==> config.mk <==
export PLATFORM = sky130hd
export DESIGN_NAME = three_term_recurrence_checksum
export DESIGN_NICKNAME = d
export VERILOG_FILES = /design/src/sv/ttrc_pkg.sv /design/src/sv/ttrc_in_stage.sv /design/src/sv/ttrc_datapath.sv /design/src/sv/ttrc_out_stage.sv /design/src/sv/three_term_recurrence_checksum.sv
export SDC_FILE = /design/constraint.sdc
export NUM_CORES = 1
export LEC_CHECK = 0
export ABC_AREA = 1
export BUFFER_PORTS_ARGS = -buffer_cell sky130_fd_sc_hd__buf_2
export CELL_PAD_IN_SITES_DETAIL_PLACEMENT = 1
export CELL_PAD_IN_SITES_GLOBAL_PLACEMENT = 1
export CORE_MARGIN = 4
export CORE_UTILIZATION = 44
export DETAILED_ROUTE_END_ITERATION = 6
export PLACE_DENSITY = 0.83
export SYNTH_ARGS = -nofsm -noshare
export SYNTH_HDL_FRONTEND = slang
export SYNTH_SLANG_ARGS = --single-unit
==> constraint.sdc <==
create_clock -name clk -period 13.8 [get_ports clk]
set_input_delay 1.38 -clock clk [delete_from_list [all_inputs] [get_ports clk]]
set_output_delay 1.38 -clock clk [all_outputs]
set_load 0.1 [all_outputs]
==> src/sv/ttrc_pkg.sv <==
// ----------------------------------------------------------------------------
// ttrc_pkg
// Shared types, constants and arithmetic helpers for the three-term
// recurrence checksum.
// ----------------------------------------------------------------------------
package ttrc_pkg;

    localparam int unsigned BYTE_W  = 8;
    localparam int unsigned TERM_W  = 16;
    localparam int unsigned COEF_W  = BYTE_W + 1;
    localparam int unsigned PROD_W  = COEF_W + TERM_W;

    localparam logic [BYTE_W-1:0] ALPHA_STEP   = 8'd17;
    localparam logic [BYTE_W-1:0] BETA_STEP    = 8'd31;
    localparam logic [TERM_W-1:0] FIRST_OFFSET = 16'd7;
    localparam logic [TERM_W-1:0] MOD_FOLD     = 16'hFFFF;
    localparam logic [TERM_W-1:0] TERM_RESET   = 16'd1;
    localparam logic [BYTE_W-1:0] POS_RESET    = 8'd0;
    localparam logic [BYTE_W-1:0] POS_FIRST    = 8'd1;

    typedef struct packed {
        logic [BYTE_W-1:0] data_byte;
        logic              first_byte;
        logic              last_byte;
    } item_t;

    typedef struct packed {
        logic [TERM_W-1:0] checksum;
        logic              final_res;
    } result_t;

    function automatic logic [BYTE_W-1:0] coef(input logic [BYTE_W-1:0] idx,
                                               input logic [BYTE_W-1:0] step);
        logic [2*BYTE_W-1:0] prod;
        prod = idx * step;
        return prod[BYTE_W-1:0];
    endfunction

    // Reduce mod 65535: 2^16 folds to 1, one correction covers the carry.
    function automatic logic [TERM_W-1:0] fold(input logic [PROD_W-1:0] x);
        logic [TERM_W:0] s;
        s = (TERM_W+1)'(x[PROD_W-1:TERM_W]) + (TERM_W+1)'(x[TERM_W-1:0]);
        if (s >= (TERM_W+1)'(MOD_FOLD))
        begin
            s = s - (TERM_W+1)'(MOD_FOLD);
        end
        return s[TERM_W-1:0];
    endfunction

endpackage

==> src/sv/ttrc_in_stage.sv <==
// ----------------------------------------------------------------------------
// ttrc_in_stage
// Input register: captures one word per cycle while in_stall is low and
// holds it until the datapath commits it.
// ----------------------------------------------------------------------------
module ttrc_in_stage (
    input  logic           clk,
    input  logic           rst_n,
    input  logic           in_valid,
    output logic           in_stall,
    input  logic [7:0]     data_byte,
    input  logic           first_byte,
    input  logic           last_byte,
    input  logic           ready,
    output logic           item_valid,
    output ttrc_pkg::item_t item
);
    import ttrc_pkg::*;

    logic  valid_reg;
    logic  valid_next;
    item_t item_reg;
    logic  load;

    assign in_stall   = valid_reg && !ready;
    assign load       = in_valid && !in_stall;
    assign valid_next = load ? 1'b1 : (ready ? 1'b0 : valid_reg);

    always_ff @(posedge clk or negedge rst_n)
    begin
        if (!rst_n)
        begin
            valid_reg <= 1'b0;
        end
        else
        begin
            valid_reg <= valid_next;
        end
    end

    always_ff @(posedge clk)
    begin
        if (load)
        begin
            item_reg <= '{data_byte: data_byte, first_byte: first_byte,
                          last_byte: last_byte};
        end
    end

    assign item_valid = valid_reg;
    assign item       = item_reg;

endmodule

==> src/sv/ttrc_datapath.sv <==
// ----------------------------------------------------------------------------
// ttrc_datapath
// Recurrence state and the combinational term update: two small products,
// a signed difference and a mod-65535 fold.
// ----------------------------------------------------------------------------
module ttrc_datapath (
    input  logic              clk,
    input  logic              rst_n,
    input  logic              commit,
    input  ttrc_pkg::item_t   item,
    output ttrc_pkg::result_t result
);
    import ttrc_pkg::*;

    logic [TERM_W-1:0] older_reg;
    logic [TERM_W-1:0] older_next;
    logic [TERM_W-1:0] newer_reg;
    logic [TERM_W-1:0] newer_next;
    logic [BYTE_W-1:0] position_reg;
    logic [BYTE_W-1:0] position_next;

    logic [BYTE_W-1:0] alpha;
    logic [BYTE_W-1:0] beta;
    logic [COEF_W-1:0] a_coef;
    logic [PROD_W-1:0] term_a;
    logic [PROD_W-1:0] term_b;
    logic              negative;
    logic [PROD_W-1:0] fold_in;
    logic [TERM_W-1:0] fold_out;
    logic [TERM_W-1:0] rec_sum;
    logic [TERM_W-1:0] sum;

    always_comb
    begin
        alpha    = coef(position_reg, ALPHA_STEP);
        beta     = coef(position_reg, BETA_STEP);
        a_coef   = COEF_W'(item.data_byte) + COEF_W'(alpha);
        term_a   = PROD_W'(a_coef) * PROD_W'(newer_reg);
        term_b   = PROD_W'(beta) * PROD_W'(older_reg);
        negative = term_a < term_b;
        // A negative difference of magnitude d lands on (1 - d) mod 65535.
        fold_in  = negative ? (term_b - term_a - PROD_W'(1)) : (term_a - term_b);
        fold_out = fold(fold_in);
        if (negative)
        begin
            rec_sum = (fold_out == '0) ? '0 : (MOD_FOLD - fold_out);
        end
        else
        begin
            rec_sum = fold_out;
        end

        if (item.first_byte)
        begin
            sum           = TERM_W'(item.data_byte) + FIRST_OFFSET;
            older_next    = TERM_RESET;
            position_next = POS_FIRST;
        end
        else
        begin
            sum           = rec_sum;
            older_next    = newer_reg;
            position_next = position_reg + BYTE_W'(1);
        end
        newer_next = sum;
    end

    always_ff @(posedge clk or negedge rst_n)
    begin
        if (!rst_n)
        begin
            older_reg    <= TERM_RESET;
            newer_reg    <= TERM_RESET;
            position_reg <= POS_RESET;
        end
        else if (commit)
        begin
            older_reg    <= older_next;
            newer_reg    <= newer_next;
            position_reg <= position_next;
        end
    end

    assign result = '{checksum: sum, final_res: item.last_byte};

    a_first_pos: assert property (@(posedge clk) disable iff (!rst_n)
        commit && item.first_byte |=> position_reg == POS_FIRST && older_reg == TERM_RESET)
        else $error("first word did not restart the recurrence");

    a_shift_terms: assert property (@(posedge clk) disable iff (!rst_n)
        commit && !item.first_byte |=> older_reg == $past(newer_reg))
        else $error("older term not taken from newer term");

    a_newer_is_sum: assert property (@(posedge clk) disable iff (!rst_n)
        commit |=> newer_reg == $past(result.checksum))
        else $error("newer term differs from delivered checksum");

    a_hold_state: assert property (@(posedge clk) disable iff (!rst_n)
        !commit |=> $stable(newer_reg) && $stable(older_reg) && $stable(position_reg))
        else $error("state moved without a commit");

endmodule

==> src/sv/ttrc_out_stage.sv <==
// ----------------------------------------------------------------------------
// ttrc_out_stage
// Result register: holds a finished checksum until the sink takes it and
// tells the input side when a new word may advance.
// ----------------------------------------------------------------------------
module ttrc_out_stage (
    input  logic              clk,
    input  logic              rst_n,
    input  logic              item_valid,
    input  ttrc_pkg::result_t result,
    output logic              ready,
    output logic              commit,
    output logic              out_valid,
    input  logic              out_stall,
    output logic [15:0]       checksum,
    output logic              final_res
);
    import ttrc_pkg::*;

    logic    valid_reg;
    logic    valid_next;
    result_t result_reg;

    assign ready      = !valid_reg || !out_stall;
    assign commit     = item_valid && ready;
    assign valid_next = ready ? item_valid : valid_reg;

    always_ff @(posedge clk or negedge rst_n)
    begin
        if (!rst_n)
        begin
            valid_reg <= 1'b0;
        end
        else
        begin
            valid_reg <= valid_next;
        end
    end

    always_ff @(posedge clk)
    begin
        if (commit)
        begin
            result_reg <= result;
        end
    end

    assign out_valid = valid_reg;
    assign checksum  = result_reg.checksum;
    assign final_res = result_reg.final_res;

endmodule

==> src/sv/three_term_recurrence_checksum.sv <==
// ----------------------------------------------------------------------------
// three_term_recurrence_checksum
// Path: an accepted word passes the input register, then the result
// register; a stall on the output can hold it in either register.
// Throughput: 1 word per cycle while the output does not stall; the term
// update is combinational from the input register to the result register.
// Reset: asynchronous, active low; empties both registers, sets both terms
// to 1 and the position to 0.
// ----------------------------------------------------------------------------
module three_term_recurrence_checksum (
    input  logic        clk,
    input  logic        rst_n,
    input  logic        in_valid,
    output logic        in_stall,
    input  logic [7:0]  data_byte,
    input  logic        first_byte,
    input  logic        last_byte,
    output logic        out_valid,
    input  logic        out_stall,
    output logic [15:0] checksum,
    output logic        final_res
);
    import ttrc_pkg::*;

    logic    ready;
    logic    commit;
    logic    item_valid;
    item_t   item;
    result_t result;

    ttrc_in_stage u_in_stage (
        .clk        (clk),
        .rst_n      (rst_n),
        .in_valid   (in_valid),
        .in_stall   (in_stall),
        .data_byte  (data_byte),
        .first_byte (first_byte),
        .last_byte  (last_byte),
        .ready      (ready),
        .item_valid (item_valid),
        .item       (item)
    );

    ttrc_datapath u_datapath (
        .clk    (clk),
        .rst_n  (rst_n),
        .commit (commit),
        .item   (item),
        .result (result)
    );

    ttrc_out_stage u_out_stage (
        .clk        (clk),
        .rst_n      (rst_n),
        .item_valid (item_valid),
        .result     (result),
        .ready      (ready),
        .commit     (commit),
        .out_valid  (out_valid),
        .out_stall  (out_stall),
        .checksum   (checksum),
        .final_res  (final_res)
    );

endmodule

=== After elaboration in Yosys (flattened, before gate mapping) ===
Cells that the tools add are included.

* Register bits: 69
* Bits of input ports: 14
* Output and inout port bits: 19
* Word-level logic and storage cells: 44

* Add/sub/neg operators: 9
* Multiply operators: 4
* Magnitude comparators: 2
* Multiplexer cells: 9
* Reduce and logical (&&, ||, !) cells: 10

{| class="wikitable"
|+ Operators by type and width
! cell !! count
|-
| $mux W16 || 5
|-
| $lt A25 B24 Y1 || 1
|-
| $mul A9 B16 Y25 || 1
|-
| $mux W25 || 1
|-
| $sub A24 B25 Y25 || 1
|-
| $sub A25 B1 Y25 const B || 1
|-
| $sub A25 B24 Y25 || 1
|-
| $mul A8 B16 Y24 || 1
|-
| $add A9 B16 Y17 || 1
|-
| $ge A17 B16 Y1 const B || 1
|-
| $logic_not A16 Y1 || 1
|-
| $mul A8 B5 Y8 const B || 2
|-
| $sub A16 B16 Y16 const A || 1
|-
| $sub A16 B16 Y16 const B || 1
|-
| $add A8 B3 Y9 const B || 1
|-
| $add A8 B8 Y9 || 1
|-
| $add A8 B1 Y8 const B || 1
|-
| $mux W8 || 1
|-
| $logic_not A1 Y1 || 4
|-
| $logic_and A1 B1 Y1 || 3
|-
| $mux W1 || 2
|-
| $reduce_bool A2 Y1 || 1
|-
| $logic_or A1 B1 Y1 || 1
|}

=== Depth between registers and ports, before layout ===
* Word-level depth: 13
* Depth in mapped cells: 95
* Depth with buffers taken out: 91

=== Hierarchy ===
A second synthesis with hierarchy kept.

* Cells, all modules: 2140
* Area, all modules: 15872.7 µm²

{| class="wikitable"
|+ By module, submodules not included
! module !! times used !! cells each !! area an instance (µm²)
|-
| ttrc_datapath || 1 || 2101 || 14963.1
|-
| ttrc_out_stage || 1 || 22 || 551.8
|-
| ttrc_in_stage || 1 || 17 || 357.8
|}

=== Worst setup path after synthesis ===
Ideal clock, no wire load.

* Path kind: reg2reg
* Start: register u_datapath.position_reg[1]
* End: register u_out_stage.result_reg, in the netlist u_out_stage.checksum[8] (data pin)
* Library setup time: 0.258 ns
* Data arrival time: 12.598 ns
* Setup slack: 0.943 ns
* Cell stages (with the launch flop): 81
* Path buffers: 5
* Clock period less this slack: 12.857 ns
* Cells stage by stage: dfrtp_1 > fa_1 > inv_1 > fa_1 > fa_1 > inv_1 > ha_1 > a21oi_1 > inv_1 > a31oi_1 > or2_2 > nand2_1 > a21oi_1 > xnor2_1 > inv_1 > clkbuf_1 > nor2_1 > fa_1 > (+45 left out) > nand2_1 > nor3_1 > nand3_1 > nor2_1 > nand2_1 > nand2_2 > nand2_4 > buf_4 > nand3b_1 > nand2_1 > nor2_1 > nand2_1 > nor2_2 > nand2_4 > nand2_1 > nand2_1 > nand2_1 > nand2_1

{| class="wikitable"
|+ RTL lines
! element !! line !! source
|-
| from (decl) || ttrc_datapath.sv:19 || <nowiki>logic [BYTE_W-1:0] position_reg;</nowiki>
|-
| from (signal assigned) || ttrc_datapath.sv:80 || <nowiki>position_reg <= position_next;</nowiki>
|-
| to (signal assigned) || ttrc_out_stage.sv:44 || <nowiki>result_reg <= result;</nowiki>
|-
| to (decl) || ttrc_out_stage.sv:22 || <nowiki>result_t result_reg;</nowiki>
|}

==> out/metrics.cfg <==
[yosys]
synth_seq_area_share_pct = 11.70
synthesis.nets = 2581
async_reset_ff_share_pct = 60.87
synthCells = 2195
synth_ff_type = dfrtp_1
ys_warn_count = 0
ys_types = 49
syn_area_per_cell_um2 = 7.258
synth-edff-count = 27
syn_area_mm2 = 0.01593
ys_ff_latch = 69

[grt]
grt_use_total_pct = 27.39
grt_antenna_before_repair = 0
grt_pass1_wl_mm = 84.68
grt-ovfl-total = 0
grt_pass1_vias = 16020
grt_max_degree = 53

[clock_network]
numCtsBuffers = 9
cts.clk_slew.worst_paths_ns = 0.07
numClockSinks = 69
postCtsHoldBufs = 0
cts_tree = yes
htreeDepth = 3
root_buffer = clkbuf_16
clock_latency_ns = 0.37
ctsLongestPathBuffers = 2

[sta]
worst_slew_pin_slew_ns = 1.064
slew_headroom_pct = 29.06
report.final.slew_viol_count = 0
fin_crit_sh_pct = 96.20
finalSetupViolCount = 0
fin_skew_ns = 0.01110
fmax_ghz = 0.07533
layout_min_cycle_time_ns = 13.28
hold_violations = 0

[place]
globalplace.congestion = 0.9251
place.detailed.hpwl_mm = 43.86
dpl.cell_count = 2656
io_buffers = 32

[drt]
drc = 0
ant_nets = 0
drtIter0Drc = 969
vias = 14750
wl_per_cell_um = 20.44
avgViaCountPerCell = 5.447
firstDrtPassIters = 5
wirelength_mm = 55.35

[critical_path]
cp_max_fo = 17
slowest_stage = fa_1
startpoint_type = flip-flop
cp_top_family = adder cells
cpMostUsedCell = nand2_1
max_stage_delay_ns = 0.57
cp.arrival_ns = 13.39
end_kind = flip-flop
crit_buf_inv = 13
path_class = reg2reg
worstPathRequired_ns = 13.92

[floorplanning]
num_io_pins = 33
fp.dieH_um = 198.3
die_w_um = 198.3
initial_core_util_pct = 44.68
die-area_mm2 = 0.03931
coreArea_mm2 = 0.03566
rows = 69

[finish]
diodes = 0
multiInputGateArea_mm2 = 0.01236
syn_to_final_growth_pct = 11.77
drive_gt1_share_pct = 11.35
final_nets = 2628
fillCellCount = 4499
fin_cells = 2708
seqCellArea_mm2 = 0.001866

[run]
drv_cap = 0

[outcome]
status = finished, final reports clean

[min_path]
hold_class = reg2reg

cell families (layout without fill, tap and decap cells):
kind of cell / after synthesis / after routing / share of synthesized area [%]
adders and majority gates: 372 / 372 / 38.55
DFF: 69 / 69 / 11.70
muxes: 2 / 2 / 0.1257
and+or+nand+nor: 793 / 796 / 20.64
xor gates and xnor gates: 97 / 97 / 5.333
buffers and inverters: 589 / 638 / 14.07
AOI/OAI and AO/OA: 273 / 273 / 9.574
per-stage QoR:
| step | hold slack [ns] | cell area, µm² | setup WS (ns) | TNS (ns) | util (%) |
|---|---|---|---|---|---|
| final | 0.4393 | 17810 | 0.5247 | 0 | 49.94 |
| after global routing | 0.4462 | 17810 | -0.3337 | -8.361 | 49.94 |
| after CTS | 0.4370 | 17020 | 0.002045 | 0 | 47.73 |
| after detailed placement | 0.4314 | 16620 | -0.4128 | -8.468 | 46.63 |
| after global placement | 0.4016 | 16620 | -0.04554 | -0.06391 | 46.63 |
| after floorplan | 0.4003 | 15930 | 0.9433 | 0 | - |
cell usage in the layout (no fill, tap or decap), types with 5 or more instances in the layout:
cell and n:
a21oi_1 107, clkbuf_16 10, a31oi_1 7, buf_2 32
o211ai_1 5, xor2_2 8, o21ai_1 16, a21oi_2 18
o21ai_0 77, nor2_4 6, or2_2 11, nor3_1 15
nand3_1 74, nor2_1 187, buf_4 56, a21boi_0 8
fa_1 195, inv_2 12, nand2_2 31, ha_1 159
nand4_1 15, inv_1 512, nand3_2 6, ha_4 12
dfrtp_1 39, xnor2_1 26, o21bai_1 7, edfxtp_1 27
xor2_1 60, nand2_1 430
routing by layer:
metal	up-vias	global-route usage, %	wire, µm
met1	7442	34.87	23090
li1	6731	-	-
met3	129	3.420	2874
met4	0	8.977	1969
met2	448	48.37	27420
met5	-	0	0
synthesized netlist by cell type, types with 15 or more instances:
| master | number | share of area (%) |
|---|---|---|
| fa_1 | 198 | 25 |
| clkbuf_1 | 46 | 1.1 |
| nand3_1 | 79 | 2.5 |
| inv_1 | 519 | 12 |
| xnor2_1 | 29 | 1.6 |
| o21ai_0 | 83 | 2.6 |
| dfrtp_1 | 40 | 6.3 |
| nand4_1 | 15 | 0.59 |
| nand2_1 | 450 | 11 |
| xor2_1 | 68 | 3.7 |
| nor3_1 | 15 | 0.47 |
| a21oi_1 | 116 | 3.6 |
| ha_1 | 174 | 14 |
| edfxtp_1 | 27 | 5.1 |
| nor2_1 | 189 | 4.5 |
timing repair:
action | in CTS | in global routing
pin swaps | 0 | 49
setup buffers | 2 | 30
gates resized for setup | 18 | 105
cloned | 0 | 4
setup endpoints to repair | 32 | 32
path summary, 6_finish.rpt:
check | startpoint | to | slack (ns) | cells past startpoint
setup / recovery | u_datapath.position_reg[1] | u_out_stage.checksum[8] | 0.52 | 80
hold / removal | u_in_stage.item[0] | u_out_stage.final_res | 0.44 | 0
setup reg to reg | u_datapath.position_reg[1] | u_out_stage.checksum[8] | 0.52 | 80
hold reg to reg | u_in_stage.item[0] | u_out_stage.final_res | 0.44 | 0
max in group asynchronous | rst_n | u_datapath.position_reg[1] | 12.11 | 2
min in group asynchronous | rst_n | u_datapath.newer_reg[10] | 1.13 | 2
area by class of cell:
| class | instances | share of cell area, % |
|---|---|---|
| sequential | 69 | 10.48 |
| clock inverter | 7 | 0.5481 |
| clock buffer | 9 | 1.265 |
| timing repair buffer | 94 | 3.837 |
| multi-input combinational | 1540 | 69.40 |
| inverter | 528 | 11.23 |
| tap | 461 | 3.239 |
worst reg2reg max path: cells and delay by family, from the launching register on:
| kind | cells | cell delay, ns |
|---|---|---|
| flip-flops | 1 | 0.44 |
| buffers and inverters | 13 | 1.22 |
| AND/OR/NAND/NOR | 38 | 3.77 |
| XOR/XNOR | 3 | 0.67 |
| adder cells (fa/ha/maj) | 11 | 4.68 |
| AO/OA/AOI/OAI | 15 | 2.28 |
Power is not shown: default switching activity piles up to over one toggle a cycle in this logic, so the estimate is an artifact.
